===== config.mk =====
export PLATFORM = sky130hd
export DESIGN_NAME = i2cee_proto
export DESIGN_NICKNAME = d
export VERILOG_FILES = /design/src/sv/i2cee_pkg.sv /design/src/sv/i2cee_proto.sv
export SDC_FILE = /design/constraint.sdc
export NUM_CORES = 1
export LEC_CHECK = 0
export ABC_AREA = 1
export BUFFER_PORTS_ARGS = -buffer_cell sky130_fd_sc_hd__buf_2
export CAP_MARGIN = 20
export CORE_MARGIN = 10
export CORE_UTILIZATION = 50
export CTS_BUF_LIST = sky130_fd_sc_hd__clkbuf_4 sky130_fd_sc_hd__clkbuf_8
export DETAILED_ROUTE_END_ITERATION = 10
export PLACE_DENSITY = 0.71
export SLEW_MARGIN = 40
export SYNTH_ARGS = -nofsm -noshare
export SYNTH_HDL_FRONTEND = slang
export SYNTH_SLANG_ARGS = --single-unit

===== constraint.sdc =====
create_clock -name i_clk -period 10.4 [get_ports i_clk]
set_clock_uncertainty 0.1 [all_clocks]
set_input_delay 2.08 -clock i_clk [delete_from_list [all_inputs] [get_ports i_clk]]
set_output_delay 2.08 -clock i_clk [all_outputs]
set_load 0.02 [all_outputs]

===== src/sv/i2cee_pkg.sv =====
// shared types and constants of the serial eeprom slave
`default_nettype none

package i2cee_pkg;

    // transfer phase, also reported on the phase code output
    typedef enum logic [2:0] {
        PH_STANDBY   = 3'd0,
        PH_WAIT_STOP = 3'd1,
        PH_WORD7     = 3'd2,
        PH_DEVICE    = 3'd3,
        PH_ADDR_HIGH = 3'd4,
        PH_ADDR_LOW  = 3'd5,
        PH_READ      = 3'd6,
        PH_WRITE     = 3'd7
    } t_phase;

    // configuration register indexes
    localparam logic [1:0] CFG_ADDR_MODE = 2'd0;
    localparam logic [1:0] CFG_SIZE_MASK = 2'd1;
    localparam logic [1:0] CFG_PAGE_MASK = 2'd2;

    localparam int CFG_INDEX_W = 2;
    localparam int CFG_DATA_W  = 16;
    localparam int DEV_W       = 20;
    localparam int WADDR_W     = 16;

    // address mode codes
    localparam logic [4:0] AMB_X24C01   = 5'd7;
    localparam logic [4:0] AMB_TWO_BYTE = 5'd16;

    // register reset values
    localparam logic [4:0]  AMB_RESET       = 5'd7;
    localparam logic [15:0] SIZE_MASK_RESET = 16'h007f;
    localparam logic [7:0]  PAGE_MASK_RESET = 8'h03;

    // bit counter position of the acknowledge clock
    localparam logic [3:0] ACK_SLOT = 4'd9;

    // what the output stage needs to know about one stepped item
    typedef struct packed {
        t_phase     phase;
        logic [3:0] bit_count;
        logic       sda;
    } t_step_info;

endpackage

`default_nettype wire


===== src/sv/i2cee_proto.sv =====
// bus protocol sequencer: start/stop detection, bit counting, address and data latching
`default_nettype none

module i2cee_proto #(
    parameter int MEM_ADDR_BITS = 16
) (
    input  wire logic                                i_clk,
    input  wire logic                                i_rst_n,
    input  wire logic                                i_cfg_we,
    input  wire logic [i2cee_pkg::CFG_INDEX_W-1:0]   i_cfg_index,
    input  wire logic [i2cee_pkg::CFG_DATA_W-1:0]    i_cfg_data,
    input  wire logic                                i_step,
    input  wire logic                                i_sda,
    input  wire logic                                i_scl,
    output logic                                     o_we,
    output logic      [MEM_ADDR_BITS-1:0]            o_waddr,
    output logic      [7:0]                          o_wdata,
    output logic      [MEM_ADDR_BITS-1:0]            o_raddr,
    output i2cee_pkg::t_step_info                    o_info
);

    // configuration
    logic [4:0]  r_amb;
    logic [15:0] r_size_mask;
    logic [7:0]  r_page_mask;

    // protocol state
    i2cee_pkg::t_phase                r_phase, n_phase;
    logic [3:0]                       r_bc, n_bc;
    logic [i2cee_pkg::WADDR_W-1:0]    r_wa, n_wa;
    logic [i2cee_pkg::DEV_W-1:0]      r_dev, n_dev;
    logic                             r_rnw, n_rnw;
    logic [7:0]                       r_wbyte, n_wbyte;
    logic                             r_prev_scl, r_prev_sda;

    logic                             hold_high, start, stop, fall, rise;
    logic                             wr_fire;
    logic [4:0]                       pos;
    logic [15:0]                      page_mask_w;
    logic [i2cee_pkg::DEV_W-1:0]      cur_ab, nxt_ab;

    assign hold_high   = r_prev_scl & i_scl;
    assign start       = hold_high & r_prev_sda & ~i_sda;
    assign stop        = hold_high & ~r_prev_sda & i_sda;
    assign fall        = r_prev_scl & ~i_scl;
    assign rise        = ~r_prev_scl & i_scl;
    assign page_mask_w = {8'd0, r_page_mask};
    assign pos         = ((r_phase == i2cee_pkg::PH_ADDR_HIGH) ? 5'd16 : 5'd8) - {1'b0, r_bc};

    // next protocol state for one pin sample
    always_comb begin
        n_phase = r_phase;
        n_bc    = r_bc;
        n_wa    = r_wa;
        n_dev   = r_dev;
        n_rnw   = r_rnw;
        n_wbyte = r_wbyte;
        wr_fire = 1'b0;
        if (r_phase == i2cee_pkg::PH_WAIT_STOP) begin
            if (stop) begin
                n_phase = i2cee_pkg::PH_STANDBY;
            end
        end else if (start) begin
            n_bc = 4'd0;
            if (r_amb == i2cee_pkg::AMB_X24C01) begin
                n_wa    = '0;
                n_phase = i2cee_pkg::PH_WORD7;
            end else begin
                n_dev   = '0;
                n_phase = i2cee_pkg::PH_DEVICE;
            end
        end else if (r_phase != i2cee_pkg::PH_STANDBY) begin
            if (stop) begin
                n_phase = i2cee_pkg::PH_STANDBY;
            end else if (fall) begin
                // bit counter advances, the ack clock closes a byte
                if (r_bc < i2cee_pkg::ACK_SLOT) begin
                    n_bc = r_bc + 4'd1;
                end else begin
                    n_bc = 4'd1;
                    unique case (r_phase)
                        i2cee_pkg::PH_WORD7: begin
                            n_phase = r_rnw ? i2cee_pkg::PH_READ : i2cee_pkg::PH_WRITE;
                            n_wbyte = '0;
                        end
                        i2cee_pkg::PH_DEVICE: begin
                            n_dev = r_dev << r_amb;
                            if (r_rnw) begin
                                n_phase = i2cee_pkg::PH_READ;
                            end else begin
                                n_wa    = '0;
                                n_phase = (r_amb == i2cee_pkg::AMB_TWO_BYTE) ?
                                          i2cee_pkg::PH_ADDR_HIGH : i2cee_pkg::PH_ADDR_LOW;
                            end
                        end
                        i2cee_pkg::PH_ADDR_HIGH: begin
                            n_phase = i2cee_pkg::PH_ADDR_LOW;
                        end
                        i2cee_pkg::PH_ADDR_LOW: begin
                            n_phase = i2cee_pkg::PH_WRITE;
                            n_wbyte = '0;
                        end
                        default: begin
                        end
                    endcase
                end
            end else if (rise) begin
                // data bits are latched on the rising clock
                unique case (r_phase)
                    i2cee_pkg::PH_WORD7: begin
                        if (r_bc < 4'd8) begin
                            n_wa = r_wa | (16'(i_sda) << (3'd7 - r_bc[2:0]));
                        end else if (r_bc == 4'd8) begin
                            n_rnw = i_sda;
                        end
                    end
                    i2cee_pkg::PH_DEVICE: begin
                        if (r_bc > 4'd4 && r_bc < 4'd8) begin
                            n_dev = r_dev | (20'(i_sda) << (3'd7 - r_bc[2:0]));
                        end else if (r_bc == 4'd8) begin
                            n_rnw = i_sda;
                        end
                    end
                    i2cee_pkg::PH_ADDR_HIGH, i2cee_pkg::PH_ADDR_LOW: begin
                        if (r_bc < i2cee_pkg::ACK_SLOT) begin
                            // address bits beyond the array size shift out device bits
                            if ({1'b0, r_size_mask} < (17'd1 << pos)) begin
                                n_dev = r_dev >> 1;
                            end else begin
                                n_wa = r_wa | (16'(i_sda) << pos);
                            end
                        end
                    end
                    i2cee_pkg::PH_READ: begin
                        if (r_bc == i2cee_pkg::ACK_SLOT) begin
                            if (i_sda) begin
                                n_phase = i2cee_pkg::PH_WAIT_STOP;
                            end else begin
                                n_wa = (r_wa + 16'd1) & r_size_mask;
                            end
                        end
                    end
                    i2cee_pkg::PH_WRITE: begin
                        if (r_bc < i2cee_pkg::ACK_SLOT) begin
                            n_wbyte = r_wbyte | (8'(i_sda) << (4'd8 - r_bc));
                        end else begin
                            wr_fire = 1'b1;
                            n_wbyte = '0;
                            n_wa    = (r_wa & ~page_mask_w) | ((r_wa + 16'd1) & page_mask_w);
                        end
                    end
                    default: begin
                    end
                endcase
            end
        end
    end

    // configuration registers
    always_ff @(posedge i_clk) begin
        if (!i_rst_n) begin
            r_amb       <= i2cee_pkg::AMB_RESET;
            r_size_mask <= i2cee_pkg::SIZE_MASK_RESET;
            r_page_mask <= i2cee_pkg::PAGE_MASK_RESET;
        end else if (i_cfg_we) begin
            unique case (i_cfg_index)
                i2cee_pkg::CFG_ADDR_MODE: r_amb       <= i_cfg_data[4:0];
                i2cee_pkg::CFG_SIZE_MASK: r_size_mask <= i_cfg_data[15:0];
                i2cee_pkg::CFG_PAGE_MASK: r_page_mask <= i_cfg_data[7:0];
                default: begin
                end
            endcase
        end
    end

    // protocol state registers, advanced once per accepted beat
    always_ff @(posedge i_clk) begin
        if (!i_rst_n) begin
            r_phase    <= i2cee_pkg::PH_STANDBY;
            r_bc       <= '0;
            r_wa       <= '0;
            r_dev      <= '0;
            r_rnw      <= 1'b0;
            r_wbyte    <= '0;
            r_prev_scl <= 1'b1;
            r_prev_sda <= 1'b1;
        end else if (i_step) begin
            r_phase    <= n_phase;
            r_bc       <= n_bc;
            r_wa       <= n_wa;
            r_dev      <= n_dev;
            r_rnw      <= n_rnw;
            r_wbyte    <= n_wbyte;
            r_prev_scl <= i_scl;
            r_prev_sda <= i_sda;
        end
    end

    // array addresses: write uses the present address, read the updated one
    assign cur_ab  = r_dev | {4'd0, r_wa};
    assign nxt_ab  = n_dev | {4'd0, n_wa};
    assign o_we    = i_step & wr_fire;
    assign o_waddr = cur_ab[MEM_ADDR_BITS-1:0];
    assign o_wdata = r_wbyte;
    assign o_raddr = nxt_ab[MEM_ADDR_BITS-1:0];

    always_comb begin
        o_info.phase     = n_phase;
        o_info.bit_count = n_bc;
        o_info.sda       = i_sda;
    end

endmodule

`default_nettype wire


; Word level (Yosys, flattened, before mapping)
; Index checks and enable logic that the tools add are counted.
[totals]
rom_bits = 0
out_inout_bits = 49
latch_bits = 0
wordCells = 154
ramBits = 0
mem_count = 0
in_bits = 24
reg_bits = 83
[op_classes]
mul = 0
mux = 71
eq_ne = 17
shifts = 6
n_reduce_logical = 13
addsub = 5
magnitude_cmp = 4
n_bitwise = 27
div_mod_pow = 0
[ops]
columns = cell, n
row1 = 2-to-1 mux 16 bit, 16
row2 = 2-to-1 mux 20 bit, 12
row3 = OR 16 bit, 5
row4 = one-hot mux 16 bit (4 select lines), 1
row5 = 2-to-1 mux 8 bit, 6
row6 = one-hot mux 20 bit (2 select lines), 1
row7 = 2-to-1 mux 3 bit, 11
row8 = AND 16 bit, 2
row9 = 2-to-1 mux 4 bit, 6
row10 = OR 20 bit, 1
row11 = << shifter 1 x 3 -> 20 bit, 1
row12 = << shifter 20 x 5 -> 20 bit, 1
row13 = less-than comparator 16 x 17 -> 1 bit, 1
row14 = "<< shifter 1 x 5 -> 17 bit, first input constant", 1
row15 = "adder 16 x 1 -> 16 bit, second input constant", 1
row16 = AND 16 x 8 -> 16 bit, 1
row17 = inverter 8 -> 16 bit, 1
row18 = << shifter 1 x 3 -> 16 bit, 1
row19 = << shifter 1 x 5 -> 16 bit, 1
row20 = 2-to-1 mux 1 bit, 14
row21 = "equality test 3 bit, second input constant", 4
row22 = one-hot mux 3 bit (4 select lines), 1
row23 = AND reduction 10 bit, 1
row24 = AND reduction 9 bit, 1
row25 = other kinds (27), 52

; Depth between registers and ports, before layout
[depth]
depth_word = 15
mapped_depth = 32
mapped_depth_nobuf = 30

; Worst setup path before layout
; No wires, ideal clock.
[synth_timing]
kind = input to output
from = in i_scl
to = out o_raddr[14]
slack_ps = 4648
arrival_ps = 3572
cell_stages = 12
required_time_ps = 8220
cell_sequence = nand2_1 inv_1 nand2_1 buf_2 buf_1 a21oi_1 nand2_1 nand2_1 nand2_1 nand2_1 nand2_1 nand3_1
[synth_via]
elab_chain_cells = 8
word_cells_on_any_way = 21
[synth_lines]
columns = element, line
row1 = start: declaration, i2cee_proto.sv:14  ; input wire logic i_scl,
row2 = "AND 1 bit, or another cell as far along", i2cee_proto.sv:46  ; assign rise = ~r_prev_scl & i_scl;
row3 = "2-to-1 mux 20 bit, or another cell as far along", i2cee_proto.sv:107  ; end else if (rise) begin
row4 = "2-to-1 mux 20 bit, or another cell as far along", i2cee_proto.sv:75  ; end else if (fall) begin
row5 = 2-to-1 mux 20 bit or 2-to-1 mux 16 bit (tied branches), i2cee_proto.sv:73  ; if (stop) begin
row6 = 2-to-1 mux 20 bit or 2-to-1 mux 16 bit (tied branches), i2cee_proto.sv:72  ; end else if (r_phase != i2cee_pkg::PH_STANDBY) begin
row7 = 2-to-1 mux 20 bit or 2-to-1 mux 16 bit (tied branches), i2cee_proto.sv:63  ; end else if (start) begin
row8 = 2-to-1 mux 20 bit or 2-to-1 mux 16 bit (tied branches), i2cee_proto.sv:59  ; if (r_phase == i2cee_pkg::PH_WAIT_STOP) begin
row9 = OR 16 bit (*), i2cee_proto.sv:201  ; assign nxt_ab = n_dev | {4'd0, n_wa};
row10 = end: declaration, i2cee_proto.sv:18  ; output logic [MEM_ADDR_BITS-1:0] o_raddr,
; Mark *: on every way between the ends. The rest lies on a longest branch, timed or not.

; Final worst setup path
[layout_timing]
from = reg r_bc[3]
to = out o_raddr[12]
[layout_via]
elab_chain_cells = 13
word_cells_on_any_way = 35
[layout_lines]
columns = element, line
row1 = start: declaration, i2cee_proto.sv:29  ; logic [3:0] r_bc, n_bc;
row2 = start signal: assignment, i2cee_proto.sv:189  ; r_bc <= n_bc;
row3 = subtractor 5 x 4 -> 5 bit, i2cee_proto.sv:48  ; assign pos = ((r_phase == i2cee_pkg::PH_ADDR_HIGH) ? 5'd16 : 5'd8) - {1'b0, r_bc};
row4 = << shifter 1 x 5 -> 17 bit or << shifter 1 x 5 -> 16 bit (tied branches), "i2cee_proto.sv:127, i2cee_proto.sv:130"
row5 = less-than comparator 16 x 17 -> 1 bit or OR 16 bit (tied branches), "i2cee_proto.sv:127, i2cee_proto.sv:130"
row6 = 2-to-1 mux 16 bit or 2-to-1 mux 20 bit (tied branches), i2cee_proto.sv:127  ; if ({1'b0, r_size_mask} < (17'd1 << pos)) begin
row7 = 2-to-1 mux 16 bit or 2-to-1 mux 20 bit (tied branches), i2cee_proto.sv:125  ; if (r_bc < i2cee_pkg::ACK_SLOT) begin
row8 = one-hot mux 16 bit (4 select lines) or one-hot mux 20 bit (2 select lines) (tied branches), i2cee_proto.sv:109  ; unique case (r_phase)
row9 = 2-to-1 mux 16 bit or 2-to-1 mux 20 bit (tied branches), i2cee_proto.sv:107
row10 = 2-to-1 mux 16 bit or 2-to-1 mux 20 bit (tied branches), i2cee_proto.sv:75
row11 = 2-to-1 mux 16 bit or 2-to-1 mux 20 bit (tied branches), i2cee_proto.sv:73
row12 = 2-to-1 mux 16 bit or 2-to-1 mux 20 bit (tied branches), i2cee_proto.sv:72
row13 = 2-to-1 mux 16 bit or 2-to-1 mux 20 bit (tied branches), i2cee_proto.sv:63
row14 = 2-to-1 mux 16 bit or 2-to-1 mux 20 bit (tied branches), i2cee_proto.sv:59
row15 = OR 16 bit (*), i2cee_proto.sv:201
; Marks and branches as above.

==> results.json <==
{
  "status": "completed",
  "reg2reg_depth": 26,
  "power_frac_seq_pct": 34.2,
  "cp_slowest_cell": "dfxtp_1",
  "max_stage_delay_ps": 520,
  "synth_area_leaders": "nand2_1, dfxtp_1, nand3_1",
  "rsz0062_at_grt": "no",
  "synth.avg_cell_area_sq_um": 5.51,
  "synthesis.nets": 1575,
  "clk_latency_ps": 410,
  "clockPowerShare_pct": 22.2,
  "grt_pass1_vias": 9636,
  "numPortBuffers": 72,
  "cp-startpoint": "r_bc[3]",
  "cts_num_sinks": 83,
  "grt_start_max_net_pins": 56,
  "slew_violations": 0,
  "cts_resized": 0,
  "drtIter0Drc": 1259,
  "power.share.combinational_pct": 43.6,
  "overflow": 0,
  "hold_viol_final": 0,
  "async_flop_share_pct": 0,
  "drive_gt1_share_pct": 8.93,
  "die_height_microns": 150,
  "max_freq_mhz": 136,
  "ctsHoldBuffers": 0,
  "dp_hpwl_microns": 26500,
  "cts_buffers": 9,
  "rows": 47,
  "syn-cell-area_sq_um": 8410,
  "ctsRootBufferMaster": "clkbuf_8",
  "synth_cell_types": 51,
  "ys_ff_latch": 83,
  "postSynthCellCount": 1527,
  "grt_pass1_wl_microns": 53700,
  "stdcell_area_sq_um": 8960,
  "hold_path_class": "flip-flop to flip-flop",
  "timing.rr.start": "r_bc[3]",
  "endpoint_kind": "output port",
  "cts_setup_buffers": 0,
  "worst_slack_ps": 3070,
  "htree_levels": 3,
  "synth_commonest_cells": "nand2_1, inv_1, nand3_1",
  "grt_use_total_pct": 30.3,
  "routedWlPerCell_microns": 19.7,
  "area_growth_pct": 6.62,
  "core-area_sq_um": 16500,
  "synth-seq-area-share_pct": 19.8,
  "post_dp_cell_area_sq_um": 8780,
  "ys.flop_type": "dfxtp_1",
  "slew_headroom_pct": 45.6,
  "critPathMaxFanout": 24,
  "tns_ps": 0,
  "multi_input_area_sq_um": 5750,
  "max-cap-violations": 0,
  "place_congestion": 1.04,
  "cts_tree": "yes",
  "antenna_found_initial": 0,
  "yosysTopAreaCellShare_pct": 21.7,
  "yosysTopAreaCell": "nand2_1",
  "insertedDiodeCount": 0,
  "wl_microns": 34700,
  "p_int_uw": 561,
  "final.min_clock_period_ps": 7330,
  "path_class": "flip-flop to output port",
  "vias": 10625,
  "synth_warnings": 0,
  "worst-r2r-setup-slack_ps": 5700,
  "fillers": 1804,
  "powerDensity_nw_per_um2": 122,
  "swShare_pct": 48.5,
  "dr.pass1.iters": 8,
  "setup_violations": 0,
  "final_nets": 1589,
  "cp-start-kind": "flip-flop",
  "clk_pin_slew_ps": 100,
  "total_power_mw": 1.09,
  "viasPerCell": 6.02,
  "ctsLongestPathBuffers": 2,
  "crit_end": "o_raddr[12]",
  "period_share_pct": 70.5,
  "fp.dieW_microns": 150,
  "synth_edf_count": 0,
  "num_io_pins": 73,
  "seq_area_sq_um": 1660,
  "p_leak_nw": 4.35,
  "tightestPinTransition_ps": 814,
  "arrival_ps": 5150,
  "switchingPower_uw": 529,
  "crit_top_cell": "nand2_1",
  "timing.rr.end": "r_dev[14]",
  "ant_nets": 0,
  "yosysMostFrequentCell": "nand2_1",
  "crit_required_ps": 8220,
  "dp_slack_ps": 3180,
  "die_area_sq_um": 22400,
  "initial_core_util_pct": 50.9,
  "hold_start": "o_wdata[4]",
  "vdd_drop_max_v": 0.0000721,
  "drc": 0,
  "fin_util_pct": 54.2
}
-- worst min-delay path by stage --
stage                endpoint  slack (ps)  cells past startpoint
6_report           o_wdata[4]         350                      2
3_3_place_gp       o_wdata[4]         330                      2
3_5_place_dp       o_wdata[0]         330                      2
4_1_cts            o_wdata[3]         350                      2
2_1_floorplan  r_page_mask[7]         330                      2
5_1_grt            o_wdata[2]         380                      2
-- metal layers --
layer | routed length, microns | GRT usage (%) | vias to the layer above
met4 | 1790 | 16.0 | 0
met5 | 0 | 0 | -
li1 | - | - | 5059
met2 | 16100 | 49.0 | 605
met3 | 3350 | 6.67 | 116
met1 | 13500 | 36.7 | 4845
-- logic make-up (layout without fill, tap and decap cells) --
family / count (synthesis) / in the layout / share of synthesized area, %
DFF: 83 / 83 / 19.8
muxes: 2 / 2 / 0.238
buffers and inverters: 256 / 275 / 12.0
AOI/OAI and AO/OA: 354 / 354 / 23.5
and+or+nand+nor: 802 / 802 / 40.3
xor gates and xnor gates: 6 / 6 / 0.625
adders and majority gates: 24 / 24 / 3.57
-- critical path: cells and delay by family (launching register included) --
family                     cells  cell delay, ps
buffers and inverters          5             670
DFF                            1             520
and+or+nand+nor               16            2240
adders and majority gates      2             670
AOI/OAI and AO/OA              3             630
-- power by group through the flow --
| stage | logic, mW | registers (mW) | clock network, mW |
|---|---|---|---|
| 6_report | 0.475 | 0.373 | 0.242 |
| 4_1_cts | 0.464 | 0.371 | 0.243 |
| 5_1_grt | 0.523 | 0.375 | 0.252 |
| 3_5_place_dp | 0.462 | 0.378 | 0 |
| 3_3_place_gp | 0.459 | 0.378 | 0 |
| 2_1_floorplan | 0.343 | 0.360 | 0 |
-- registers in the layout, summed over array words and instances, names as in the netlist, 3 cells and up --
register     count
r_wa            16
r_dev           20
r_page_mask      8
o_wdata          8
r_size_mask     16
r_bc             4
r_phase          3
r_amb            5
-- stage by stage --
step	hold WS [ps]	instances
floorplan	330	1527
global placement	333	1750
detailed placement	335	1750
CTS	354	1766
global route	376	1766
finish	352	1766
-- layout make-up --
cell class | count | area share, %
tap | 220 | 3.07
sequential | 83 | 18.5
clock buffer | 9 | 1.38
multi-input combinational | 1188 | 64.1
timing repair buffer | 81 | 4.77
clock inverter | 7 | 0.642
inverter | 178 | 7.50
-- placed cells by master, fill, tap and decap left out, types with 21 or more instances in the layout --
master     n
nand2_1  486
inv_1    160
nand3_1  141
a21oi_1  135
nor2_1   104
o21ai_0  103
dfxtp_1   83
buf_2     72
o21ai_1   28
ha_1      24
nor3_1    22
a31oi_1   21
Note: power is estimated with default switching activity, not from simulation.
